[config.mk]
export PLATFORM = sky130hd
export DESIGN_NAME = keyboard_matrix_from_chars
export DESIGN_NICKNAME = d
export VERILOG_FILES = /design/src/hdl/kmfc_pkg.sv /design/src/hdl/kmfc_ram.sv /design/src/hdl/kmfc_xlat.sv /design/src/hdl/kmfc_ctrl.sv /design/src/hdl/keyboard_matrix_from_chars.sv
export SDC_FILE = /design/constraint.sdc
export NUM_CORES = 2
export LEC_CHECK = 0
export ABC_AREA = 1
export BUFFER_PORTS_ARGS = -buffer_cell sky130_fd_sc_hd__buf_4
export CAP_MARGIN = 10
export CORE_UTILIZATION = 45
export DETAILED_ROUTE_END_ITERATION = 16
export PLACE_DENSITY_LB_ADDON = 0.1
export SYNTH_ARGS = -nofsm -noshare
export SYNTH_HDL_FRONTEND = slang
export SYNTH_SLANG_ARGS = --single-unit
[constraint.sdc]
create_clock -name clock -period 9.2 [get_ports clock]
set_clock_uncertainty 0.2 [all_clocks]
set_input_delay 1.84 -clock clock [delete_from_list [all_inputs] [get_ports clock]]
set_output_delay 1.84 -clock clock [all_outputs]
set_load 0.05 [all_outputs]
[src/hdl/kmfc_pkg.sv]
// Shared types, codes and the key table for the character-driven key matrix.
package kmfc_pkg;

   typedef enum logic [1:0] {
      MODE_CHAR = 2'd0,
      MODE_READ = 2'd1,
      MODE_TICK = 2'd2
   } mode_type;

   typedef enum logic [1:0] {
      ST_IDLE,
      ST_PRESS,
      ST_PURGE
   } state_type;

   // one stored key: code and the millisecond stamp it was pressed at
   typedef struct packed {
      logic [7:0]  code;
      logic [31:0] stamp;
   } entry_type;

   localparam int ENTRY_W = $bits(entry_type);

   // translation of one host character
   typedef struct packed {
      logic       none;   // character adds no key
      logic       two;    // shift key followed by a second key
      logic [7:0] first;
      logic [7:0] second;
   } keys_type;

   localparam logic [15:0] HOLD_RESET = 16'd100;

   localparam logic [7:0] CAPS_SHIFT = 8'h10;
   localparam logic [7:0] SYM_SHIFT  = 8'h11;
   localparam logic [7:0] CH_SOH     = 8'h01;
   localparam logic [7:0] CH_BS      = 8'h08;
   localparam logic [7:0] CH_LF      = 8'h0A;
   localparam logic [7:0] CH_CR      = 8'h0D;
   localparam logic [7:0] CH_ESC     = 8'h1B;
   localparam logic [7:0] CH_DEL     = 8'h7F;
   localparam logic [7:0] ARROW_L    = 8'h80;
   localparam logic [7:0] ARROW_D    = 8'h81;
   localparam logic [7:0] ARROW_U    = 8'h82;
   localparam logic [7:0] ARROW_R    = 8'h83;
   localparam logic [7:0] UPPER_A    = 8'h41;
   localparam logic [7:0] UPPER_Z    = 8'h5A;
   localparam logic [7:0] CASE_DIFF  = 8'h20;
   localparam logic [2:0] PORT_HIGH  = 3'b111;

   // key codes at row r, column c
   localparam logic [7:0] MATRIX_KEYS [8][5] = '{
      '{8'h10, 8'h7A, 8'h78, 8'h63, 8'h76},
      '{8'h61, 8'h73, 8'h64, 8'h66, 8'h67},
      '{8'h71, 8'h77, 8'h65, 8'h72, 8'h74},
      '{8'h31, 8'h32, 8'h33, 8'h34, 8'h35},
      '{8'h30, 8'h39, 8'h38, 8'h37, 8'h36},
      '{8'h70, 8'h6F, 8'h69, 8'h75, 8'h79},
      '{8'h0D, 8'h6C, 8'h6B, 8'h6A, 8'h68},
      '{8'h20, 8'h11, 8'h6D, 8'h6E, 8'h62}
   };

endpackage

[src/hdl/kmfc_ram.sv]
// Generic single-write, single-read RAM with registered read data.
module kmfc_ram #(
   parameter int WIDTH = 8,
   parameter int DEPTH = 64,
   localparam int ADDR_W = (DEPTH > 1) ? $clog2(DEPTH) : 1
) (
   input  logic              clock,
   input  logic              wr_en,
   input  logic [ADDR_W-1:0] wr_addr,
   input  logic [WIDTH-1:0]  wr_data,
   input  logic              rd_en,
   input  logic [ADDR_W-1:0] rd_addr,
   output logic [WIDTH-1:0]  rd_data
);

   logic [WIDTH-1:0] mem [DEPTH];
   logic [WIDTH-1:0] rd_data_ff;

   always_ff @(posedge clock) begin
      if (wr_en) begin
         mem[wr_addr] <= wr_data;
      end
      if (rd_en) begin
         rd_data_ff <= mem[rd_addr];
      end
   end

   assign rd_data = rd_data_ff;

endmodule

[src/hdl/kmfc_xlat.sv]
// Host character to key code translation.
module kmfc_xlat (
   input  logic [7:0]        char_code,
   output kmfc_pkg::keys_type keys
);

   logic [7:0] sym_key;
   logic       sym_hit;

   always_comb begin
      sym_hit = 1'b1;
      case (char_code)
         8'h2C:   sym_key = 8'h6E;
         8'h2E:   sym_key = 8'h6D;
         8'h2D:   sym_key = 8'h6A;
         8'h3D:   sym_key = 8'h6C;
         8'h5F:   sym_key = 8'h61;
         8'h3A:   sym_key = 8'h7A;
         8'h3F:   sym_key = 8'h63;
         8'h40:   sym_key = 8'h71;
         8'h23:   sym_key = 8'h33;
         8'h24:   sym_key = 8'h34;
         8'h7E:   sym_key = 8'h32;
         8'h5E:   sym_key = 8'h68;
         8'h26:   sym_key = 8'h36;
         8'h2A:   sym_key = 8'h62;
         8'h7B:   sym_key = 8'h79;
         8'h7D:   sym_key = 8'h75;
         8'h5B:   sym_key = 8'h64;
         8'h5D:   sym_key = 8'h67;
         8'h3B:   sym_key = 8'h6F;
         8'h27:   sym_key = 8'h70;
         default: begin
            sym_key = 8'h00;
            sym_hit = 1'b0;
         end
      endcase
   end

   always_comb begin
      keys.none   = 1'b0;
      keys.two    = 1'b1;
      keys.first  = kmfc_pkg::CAPS_SHIFT;
      keys.second = 8'h30;
      if (char_code == kmfc_pkg::CH_BS || char_code == kmfc_pkg::CH_DEL) begin
         keys.second = 8'h30;
      end else if (char_code == kmfc_pkg::CH_SOH || char_code == kmfc_pkg::CH_ESC) begin
         keys.none = 1'b1;
         keys.two  = 1'b0;
      end else if (char_code == kmfc_pkg::ARROW_L) begin
         keys.second = 8'h37;
      end else if (char_code == kmfc_pkg::ARROW_D) begin
         keys.second = 8'h36;
      end else if (char_code == kmfc_pkg::ARROW_U) begin
         keys.second = 8'h35;
      end else if (char_code == kmfc_pkg::ARROW_R) begin
         keys.second = 8'h38;
      end else if (char_code >= kmfc_pkg::UPPER_A && char_code <= kmfc_pkg::UPPER_Z) begin
         keys.second = char_code + kmfc_pkg::CASE_DIFF;
      end else if (sym_hit) begin
         keys.first  = kmfc_pkg::SYM_SHIFT;
         keys.second = sym_key;
      end else begin
         keys.two   = 1'b0;
         keys.first = char_code;
      end
   end

endmodule

[src/hdl/kmfc_ctrl.sv]
// Sequencer: key press scan, purge walk with matrix build, millisecond counter.
module kmfc_ctrl #(
   parameter int KEY_CAPACITY = 64,
   localparam int IDX_W = $clog2(KEY_CAPACITY),
   localparam int CNT_W = $clog2(KEY_CAPACITY + 1)
) (
   input  logic                     clock,
   input  logic                     reset,
   input  logic                     start,
   input  logic [1:0]               mode,
   input  kmfc_pkg::keys_type       keys,
   input  logic [7:0]               row_select,
   input  logic [15:0]              hold_time,
   output logic                     busy,
   output logic                     rsp_valid,
   output logic [7:0]               rsp_port_data,
   output logic                     ram_wr_en,
   output logic [IDX_W-1:0]         ram_wr_addr,
   output kmfc_pkg::entry_type      ram_wr_data,
   output logic                     ram_rd_en,
   output logic [IDX_W-1:0]         ram_rd_addr,
   input  kmfc_pkg::entry_type      ram_rd_data
);

   localparam logic [CNT_W-1:0] CAP = CNT_W'(KEY_CAPACITY);

   kmfc_pkg::state_type state_ff, state_in;
   logic [CNT_W-1:0] count_ff, count_in;
   logic [CNT_W-1:0] rd_ptr_ff, rd_ptr_in;
   logic [CNT_W-1:0] wr_ptr_ff, wr_ptr_in;
   logic             pend_ff, pend_in;
   logic [31:0]      now_ff, now_in;
   logic [7:0]       cur_key_ff, cur_key_in;
   logic [7:0]       next_key_ff, next_key_in;
   logic             two_ff, two_in;
   logic [7:0]       sel_ff, sel_in;
   logic [4:0]       acc_ff, acc_in;
   logic             rsp_valid_ff, rsp_valid_in;
   logic [7:0]       rsp_data_ff, rsp_data_in;

   logic             issue;
   logic [31:0]      age;

   // columns pulled low by one held code over the selected rows
   function automatic logic [4:0] col_hits(input logic [7:0] code, input logic [7:0] sel);
      logic [7:0] k;
      logic [4:0] hits;
      k = code;
      hits = 5'b0;
      if (k >= kmfc_pkg::UPPER_A && k <= kmfc_pkg::UPPER_Z) begin
         k = k + kmfc_pkg::CASE_DIFF;
      end
      if (k == kmfc_pkg::CH_LF) begin
         k = kmfc_pkg::CH_CR;
      end
      for (int r = 0; r < 8; r++) begin
         for (int c = 0; c < 5; c++) begin
            if (!sel[r] && kmfc_pkg::MATRIX_KEYS[r][c] == k) begin
               hits[c] = 1'b1;
            end
         end
      end
      return hits;
   endfunction

   always_ff @(posedge clock) begin
      if (reset) begin
         state_ff     <= kmfc_pkg::ST_IDLE;
         count_ff     <= '0;
         now_ff       <= '0;
         pend_ff      <= 1'b0;
         rsp_valid_ff <= 1'b0;
      end else begin
         state_ff     <= state_in;
         count_ff     <= count_in;
         now_ff       <= now_in;
         pend_ff      <= pend_in;
         rsp_valid_ff <= rsp_valid_in;
      end
      rd_ptr_ff   <= rd_ptr_in;
      wr_ptr_ff   <= wr_ptr_in;
      cur_key_ff  <= cur_key_in;
      next_key_ff <= next_key_in;
      two_ff      <= two_in;
      sel_ff      <= sel_in;
      acc_ff      <= acc_in;
      rsp_data_ff <= rsp_data_in;
   end

   // Reads walk upward from entry 0; the purge writes back at wr_ptr, which never
   // passes the read pointer, so a write never lands on an entry still to be read.
   assign issue = (rd_ptr_ff < count_ff);
   assign age   = now_ff - ram_rd_data.stamp;

   always_comb begin
      state_in     = state_ff;
      count_in     = count_ff;
      rd_ptr_in    = rd_ptr_ff;
      wr_ptr_in    = wr_ptr_ff;
      pend_in      = 1'b0;
      now_in       = now_ff;
      cur_key_in   = cur_key_ff;
      next_key_in  = next_key_ff;
      two_in       = two_ff;
      sel_in       = sel_ff;
      acc_in       = acc_ff;
      rsp_valid_in = 1'b0;
      rsp_data_in  = rsp_data_ff;
      ram_wr_en    = 1'b0;
      ram_wr_addr  = wr_ptr_ff[IDX_W-1:0];
      ram_wr_data  = ram_rd_data;
      ram_rd_en    = 1'b0;
      ram_rd_addr  = rd_ptr_ff[IDX_W-1:0];

      case (state_ff)
         kmfc_pkg::ST_IDLE: begin
            rd_ptr_in = '0;
            wr_ptr_in = '0;
            if (start) begin
               case (mode)
                  kmfc_pkg::MODE_CHAR: begin
                     cur_key_in  = keys.first;
                     next_key_in = keys.second;
                     two_in      = keys.two;
                     if (!keys.none) begin
                        state_in = kmfc_pkg::ST_PRESS;
                     end
                  end
                  kmfc_pkg::MODE_READ: begin
                     sel_in   = row_select;
                     acc_in   = 5'h1F;
                     state_in = kmfc_pkg::ST_PURGE;
                  end
                  kmfc_pkg::MODE_TICK: begin
                     now_in = now_ff + 32'd1;
                  end
                  default: begin
                  end
               endcase
            end
         end

         kmfc_pkg::ST_PRESS: begin
            logic key_done;
            key_done = 1'b0;
            if (count_ff >= CAP) begin
               key_done = 1'b1;
            end else if (pend_ff && ram_rd_data.code == cur_key_ff) begin
               key_done = 1'b1;
            end else if (!issue && !pend_ff) begin
               // not found: append at the end
               ram_wr_en         = 1'b1;
               ram_wr_addr       = count_ff[IDX_W-1:0];
               ram_wr_data.code  = cur_key_ff;
               ram_wr_data.stamp = now_ff;
               count_in          = count_ff + CNT_W'(1);
               key_done          = 1'b1;
            end else begin
               ram_rd_en = issue;
               pend_in   = issue;
               if (issue) begin
                  rd_ptr_in = rd_ptr_ff + CNT_W'(1);
               end
            end
            if (key_done) begin
               rd_ptr_in = '0;
               pend_in   = 1'b0;
               if (two_ff) begin
                  cur_key_in = next_key_ff;
                  two_in     = 1'b0;
               end else begin
                  state_in = kmfc_pkg::ST_IDLE;
               end
            end
         end

         kmfc_pkg::ST_PURGE: begin
            ram_rd_en = issue;
            pend_in   = issue;
            if (issue) begin
               rd_ptr_in = rd_ptr_ff + CNT_W'(1);
            end
            if (pend_ff && age < {16'b0, hold_time}) begin
               ram_wr_en = 1'b1;
               wr_ptr_in = wr_ptr_ff + CNT_W'(1);
               acc_in    = acc_ff & ~col_hits(ram_rd_data.code, sel_ff);
            end
            if (!issue && !pend_ff) begin
               count_in     = wr_ptr_ff;
               rsp_valid_in = 1'b1;
               rsp_data_in  = {kmfc_pkg::PORT_HIGH, acc_ff};
               state_in     = kmfc_pkg::ST_IDLE;
            end
         end

         default: begin
            state_in = kmfc_pkg::ST_IDLE;
         end
      endcase
   end

   assign busy          = (state_ff != kmfc_pkg::ST_IDLE);
   assign rsp_valid     = rsp_valid_ff;
   assign rsp_port_data = rsp_data_ff;

endmodule

[src/hdl/keyboard_matrix_from_chars.sv]
// Top level of the character-driven 8x5 key matrix.
//
// Items enter on start while busy is low, with req_mode selecting the kind:
//   host character (req_char_code): translated to at most two key codes, each
//     looked up in the key store and appended if absent and the store has room;
//   port read (req_row_select, low bits select rows): one walk over the store
//     drops keys held hold_time_ms or longer and ANDs the active-low columns;
//   tick: advances the millisecond counter, done in the accepting cycle.
// Keys live in one RAM (code and stamp per entry) with registered read data;
// the walk issues one read per cycle. The result of a read is on rsp_port_data,
// marked by rsp_valid for exactly one cycle, the first cycle with busy low
// again; the receiver cannot stall, and the next item may be accepted in that
// same cycle. The store holds KEY_CAPACITY keys. The user must write
// hold_time_ms through csr_valid/csr_ready while the block is idle; the block
// itself does not enforce it.
// Synchronous reset empties the store, zeroes the counter and sets the hold
// time to 100 ms; no clearing pass is needed, the fill count guards the RAM.
module keyboard_matrix_from_chars #(
   parameter int KEY_CAPACITY = 64
) (
   input  logic        clock,
   input  logic        reset,
   input  logic        start,
   output logic        busy,
   input  logic [1:0]  req_mode,
   input  logic [7:0]  req_char_code,
   input  logic [7:0]  req_row_select,
   output logic        rsp_valid,
   output logic [7:0]  rsp_port_data,
   input  logic        csr_valid,
   output logic        csr_ready,
   input  logic [15:0] csr_hold_time_ms
);

   localparam int IDX_W = $clog2(KEY_CAPACITY);

   logic [15:0]         hold_time_ff, hold_time_in;
   kmfc_pkg::keys_type  keys;
   logic                ram_wr_en;
   logic [IDX_W-1:0]    ram_wr_addr;
   kmfc_pkg::entry_type ram_wr_data;
   logic                ram_rd_en;
   logic [IDX_W-1:0]    ram_rd_addr;
   kmfc_pkg::entry_type ram_rd_data;
   logic [kmfc_pkg::ENTRY_W-1:0] ram_rd_bits;

   assign csr_ready    = 1'b1;
   assign hold_time_in = (csr_valid && csr_ready) ? csr_hold_time_ms : hold_time_ff;

   always_ff @(posedge clock) begin
      if (reset) begin
         hold_time_ff <= kmfc_pkg::HOLD_RESET;
      end else begin
         hold_time_ff <= hold_time_in;
      end
   end

   kmfc_xlat u_xlat (
      .char_code (req_char_code),
      .keys      (keys)
   );

   kmfc_ctrl #(
      .KEY_CAPACITY (KEY_CAPACITY)
   ) u_ctrl (
      .clock         (clock),
      .reset         (reset),
      .start         (start),
      .mode          (req_mode),
      .keys          (keys),
      .row_select    (req_row_select),
      .hold_time     (hold_time_ff),
      .busy          (busy),
      .rsp_valid     (rsp_valid),
      .rsp_port_data (rsp_port_data),
      .ram_wr_en     (ram_wr_en),
      .ram_wr_addr   (ram_wr_addr),
      .ram_wr_data   (ram_wr_data),
      .ram_rd_en     (ram_rd_en),
      .ram_rd_addr   (ram_rd_addr),
      .ram_rd_data   (ram_rd_data)
   );

   kmfc_ram #(
      .WIDTH (kmfc_pkg::ENTRY_W),
      .DEPTH (KEY_CAPACITY)
   ) u_ram (
      .clock   (clock),
      .wr_en   (ram_wr_en),
      .wr_addr (ram_wr_addr),
      .wr_data (ram_wr_data),
      .rd_en   (ram_rd_en),
      .rd_addr (ram_rd_addr),
      .rd_data (ram_rd_bits)
   );

   assign ram_rd_data = ram_rd_bits;

   // a write never targets the entry being read in the same cycle
   a_no_rw_collision: assert property (@(posedge clock) disable iff (reset)
      (ram_wr_en && ram_rd_en) |-> (ram_wr_addr != ram_rd_addr))
      else $error("RAM write and read hit the same entry");

   a_rsp_one_cycle: assert property (@(posedge clock) disable iff (reset)
      rsp_valid |=> !rsp_valid)
      else $error("result strobe longer than one cycle");

   a_rsp_when_idle: assert property (@(posedge clock) disable iff (reset)
      rsp_valid |-> (!busy && rsp_port_data[7:5] == kmfc_pkg::PORT_HIGH))
      else $error("result shown while busy or with bad high bits");

   a_tick_no_busy: assert property (@(posedge clock) disable iff (reset)
      (start && !busy && req_mode == kmfc_pkg::MODE_TICK) |=> (!busy && !rsp_valid))
      else $error("tick item made the block busy or gave a result");

endmodule

==> flow_summary.yaml <==
yosys:
  synth_cell_types: 58
  yosys-top-cells-area: "edfxtp_1 72%, o21ai_0 6.3%, nor2_1 5.1%, nand2_1 2.5%, o22ai_1 2.2%"
  ys_warn_count: 0
  yosysMostFrequentCell: "edfxtp_1"
  synth_seq_area_share: 0.735
  synth_top_flop_cell: "edfxtp_1"
  synth_cells: 8700
  syn_area_per_cell_um2: 12.6
  synth_edf_count: 2649
  netlist_area_mm2: 0.110
  yosys.area.top_type_share: 0.724
  ys_ff_latch: 2708
  yosysTopAreaCell: "edfxtp_1"
  synthArstFlopShare: 0
  synthTopCellsByCount: "2649 x edfxtp_1, 1495 x nor2_1, 1391 x o21ai_0, 732 x nand2_1, 424 x clkbuf_1"
floorplanning:
  die_x_um: 496
  die_area_mm2: 0.246
  coreArea_mm2: 0.243
  rows: 181
  ioPinCount: 49
  start_util: 0.452
  die_h_um: 496
drt:
  viasPerCell: 6.05
  ant_nets: 0
  drtIter0Drc: 9401
  routedWlPerCell_um: 29.3
  drt-total-wl_mm: 355
  dr.pass1.iters: 6
  vias: 73200
  route.detailed.drc: 0
power:
  total_power_mw: 38.1
  p_int_mw: 24.2
  powerDensity_mw_per_mm2: 308
  power_frac_comb: 0.290
  leakage_nw: 40.3
  ir_drop_mv: 0.230
  swShare: 0.365
  pwr-share-seq: 0.412
  switching_power_mw: 13.9
  clkPwrFrac: 0.298
cts:
  ctsHtreeMaxLevel: 5
  cts_num_sinks: 2708
  numCtsBuffers: 305
  ctsRootBufferMaster: "clkbuf_16"
  postCtsHoldBufs: 0
  clkTransAtPathRegs_ns: 0.06
  cts_tree: "built"
  clkLatencyLatePin_ns: 0.95
  max-clock-path-buffers: 4
  cts.repair.resized: 0
  postCtsSetupBuffers: 0
sta:
  period_needed_ns: 5.96
  finalSetupViolCount: 0
  maxSlewViolCount: 0
  worstMarginPinSlew_ns: 1.25
  setup-tns-final_ns: 0
  final_hold_viol_count: 0
  max_slew_margin: 0.165
  finalCritPeriodShare: 0.648
  fmaxAchievable_mhz: 168
  rsz0062_at_grt: "false"
global_routing:
  grt_use_total: 0.285
  grt_pass1_vias: 68800
  overflow: 0
  grt_pass1_wl_mm: 506
  antenna_found_initial: 27
  grt_max_degree: 168
worst_setup_path:
  cp_max_fo: 28
  critical_path_arrival_ns: 6.36
  required_ns: 9.60
  end_kind: "flop"
  path_class: "flop to flop"
  critPathLaunchType: "flop"
placed_design:
  dpl_cell_area_mm2: 0.115
  port_buffers: 44
  gp_congestion: 0.863
  dp_hpwl_mm: 213
final_layout:
  multiInputGateArea_mm2: 0.0267
  drive_gt1_frac: 0.0911
  fillers: 21000
  seq_area_mm2: 0.0807
  synthToLayoutAreaGrowth_pct: 12.6
  nets: 8792
  final_area_mm2: 0.124
hold_path:
  min_path_type: "flop to flop"
job:
  drv_cap: 0
status:
  status: "completed"
-- worst max-delay path: stages, from the launching register on --
cell     delay (ns)
dfxtp_1        0.33
inv_1          0.11
ha_1           0.23
fa_1           0.41
inv_1          0.10
nand3_1        0.08
nand3_2        0.13
nand2_1        0.06
nand2_1        0.14
nand2_1        0.08
nand2_1        0.12
xor2_1         0.16
ha_1           0.26
inv_1          0.06
nor2_1         0.04
o21ai_0        0.19
nand4_1        0.11
a21oi_1        0.13
nand2_1        0.07
nor2_1         0.11
nand3_1        0.10
nor2_1         0.12
nand3_2        0.12
nand2_2        0.13
nand2_8        0.21
buf_4          0.43
nor2_4         0.91
buf_4          0.39
-- power by group through the flow --
stage          logic [mW]  registers [mW]  clock network [mW]
2_1_floorplan        5.50            16.1                   0
3_3_place_gp         10.9            15.9                   0
3_5_place_dp         10.9            15.9                   0
4_1_cts              11.0            15.7                11.5
5_1_grt              11.6            15.7                11.9
6_report             11.0            15.7                11.3
-- sequential cells by signal (all words and copies together), names as in the netlist --
register / count
hold_time_ff: 16
u_ctrl.acc_ff: 5
u_ctrl.count_ff: 7
u_ctrl.cur_key_ff: 8
u_ctrl.next_key_ff: 8
u_ctrl.now_ff: 32
u_ctrl.pend_ff: 1
u_ctrl.rd_ptr_ff: 7
u_ctrl.rsp_port_data: 5
u_ctrl.rsp_valid: 1
u_ctrl.sel_ff: 8
u_ctrl.state_ff: 2
u_ctrl.two_ff: 1
u_ctrl.wr_ptr_ff: 7
u_ram.mem: 2560
u_ram.rd_data: 40
-- layout by cell type (no fill, tap or decap), drive strengths merged, types with 8 or more instances in the layout --
cell type  instances
nand2            740
a221o             13
nor3              42
nand3            256
o221ai           250
inv              298
buf              246
o211ai            73
nor2            1530
nand4             69
a21oi            150
diode              9
o22ai            393
clkinvlp           8
o21ai           1406
xor2              36
edfxtp          2649
dfxtp             59
a31oi             41
nor4               9
ha                63
bufinv            11
a32o               8
clkinv           109
clkbuf           388
-- final cells by class --
class,count,area share
clock buffer,388,0.0657
timing repair buffer,246,0.0167
inverter,294,0.00921
antenna,9,0.000182
tap,3202,0.0324
sequential,2708,0.653
clock inverter,132,0.00756
multi-input combinational,5135,0.216
-- layer usage --
layer,vias up,global-route usage,part of all wire
li1,32300,-,-
met1,37100,0.405,0.42
met2,3293,0.453,0.47
met3,576,0.0434,0.081
met4,12,0.0869,0.031
met5,-,0,0.00058
-- path summary, 6_finish.rpt --
check                endpoint              from  depth (start not counted)  slack [ns]
min           hold_time_ff[7]   hold_time_ff[7]                          2        0.27
max reg2reg  u_ram.mem[45][5]  u_ctrl.now_ff[0]                         27        3.24
min reg2reg   hold_time_ff[7]   hold_time_ff[7]                          2        0.27
max          u_ram.mem[45][5]  u_ctrl.now_ff[0]                         27        3.24
-- logic make-up after synthesis --
kind of cell / count (synthesis) / synth area share
DFF: 2708 / 0.735
and+or+nand+nor: 2654 / 0.0976
AOI/OAI and AO/OA: 2370 / 0.125
buffers and inverters: 861 / 0.0314
adders and majority gates: 64 / 0.00736
xor gates and xnor gates: 42 / 0.00335
other: 1 / 0.0000341
-- through the flow --
stage	utilization	hold WS [ns]	cells	worst slack, ns
floorplan	-	0.220	8704	3.83
global placement	0.471	0.254	11600	3.23
detailed placement	0.472	0.266	11600	3.19
CTS	0.509	0.278	12100	3.17
global route	0.509	0.295	12100	2.76
finish	0.509	0.272	12100	3.24
(Power assumes the default switching activity.)
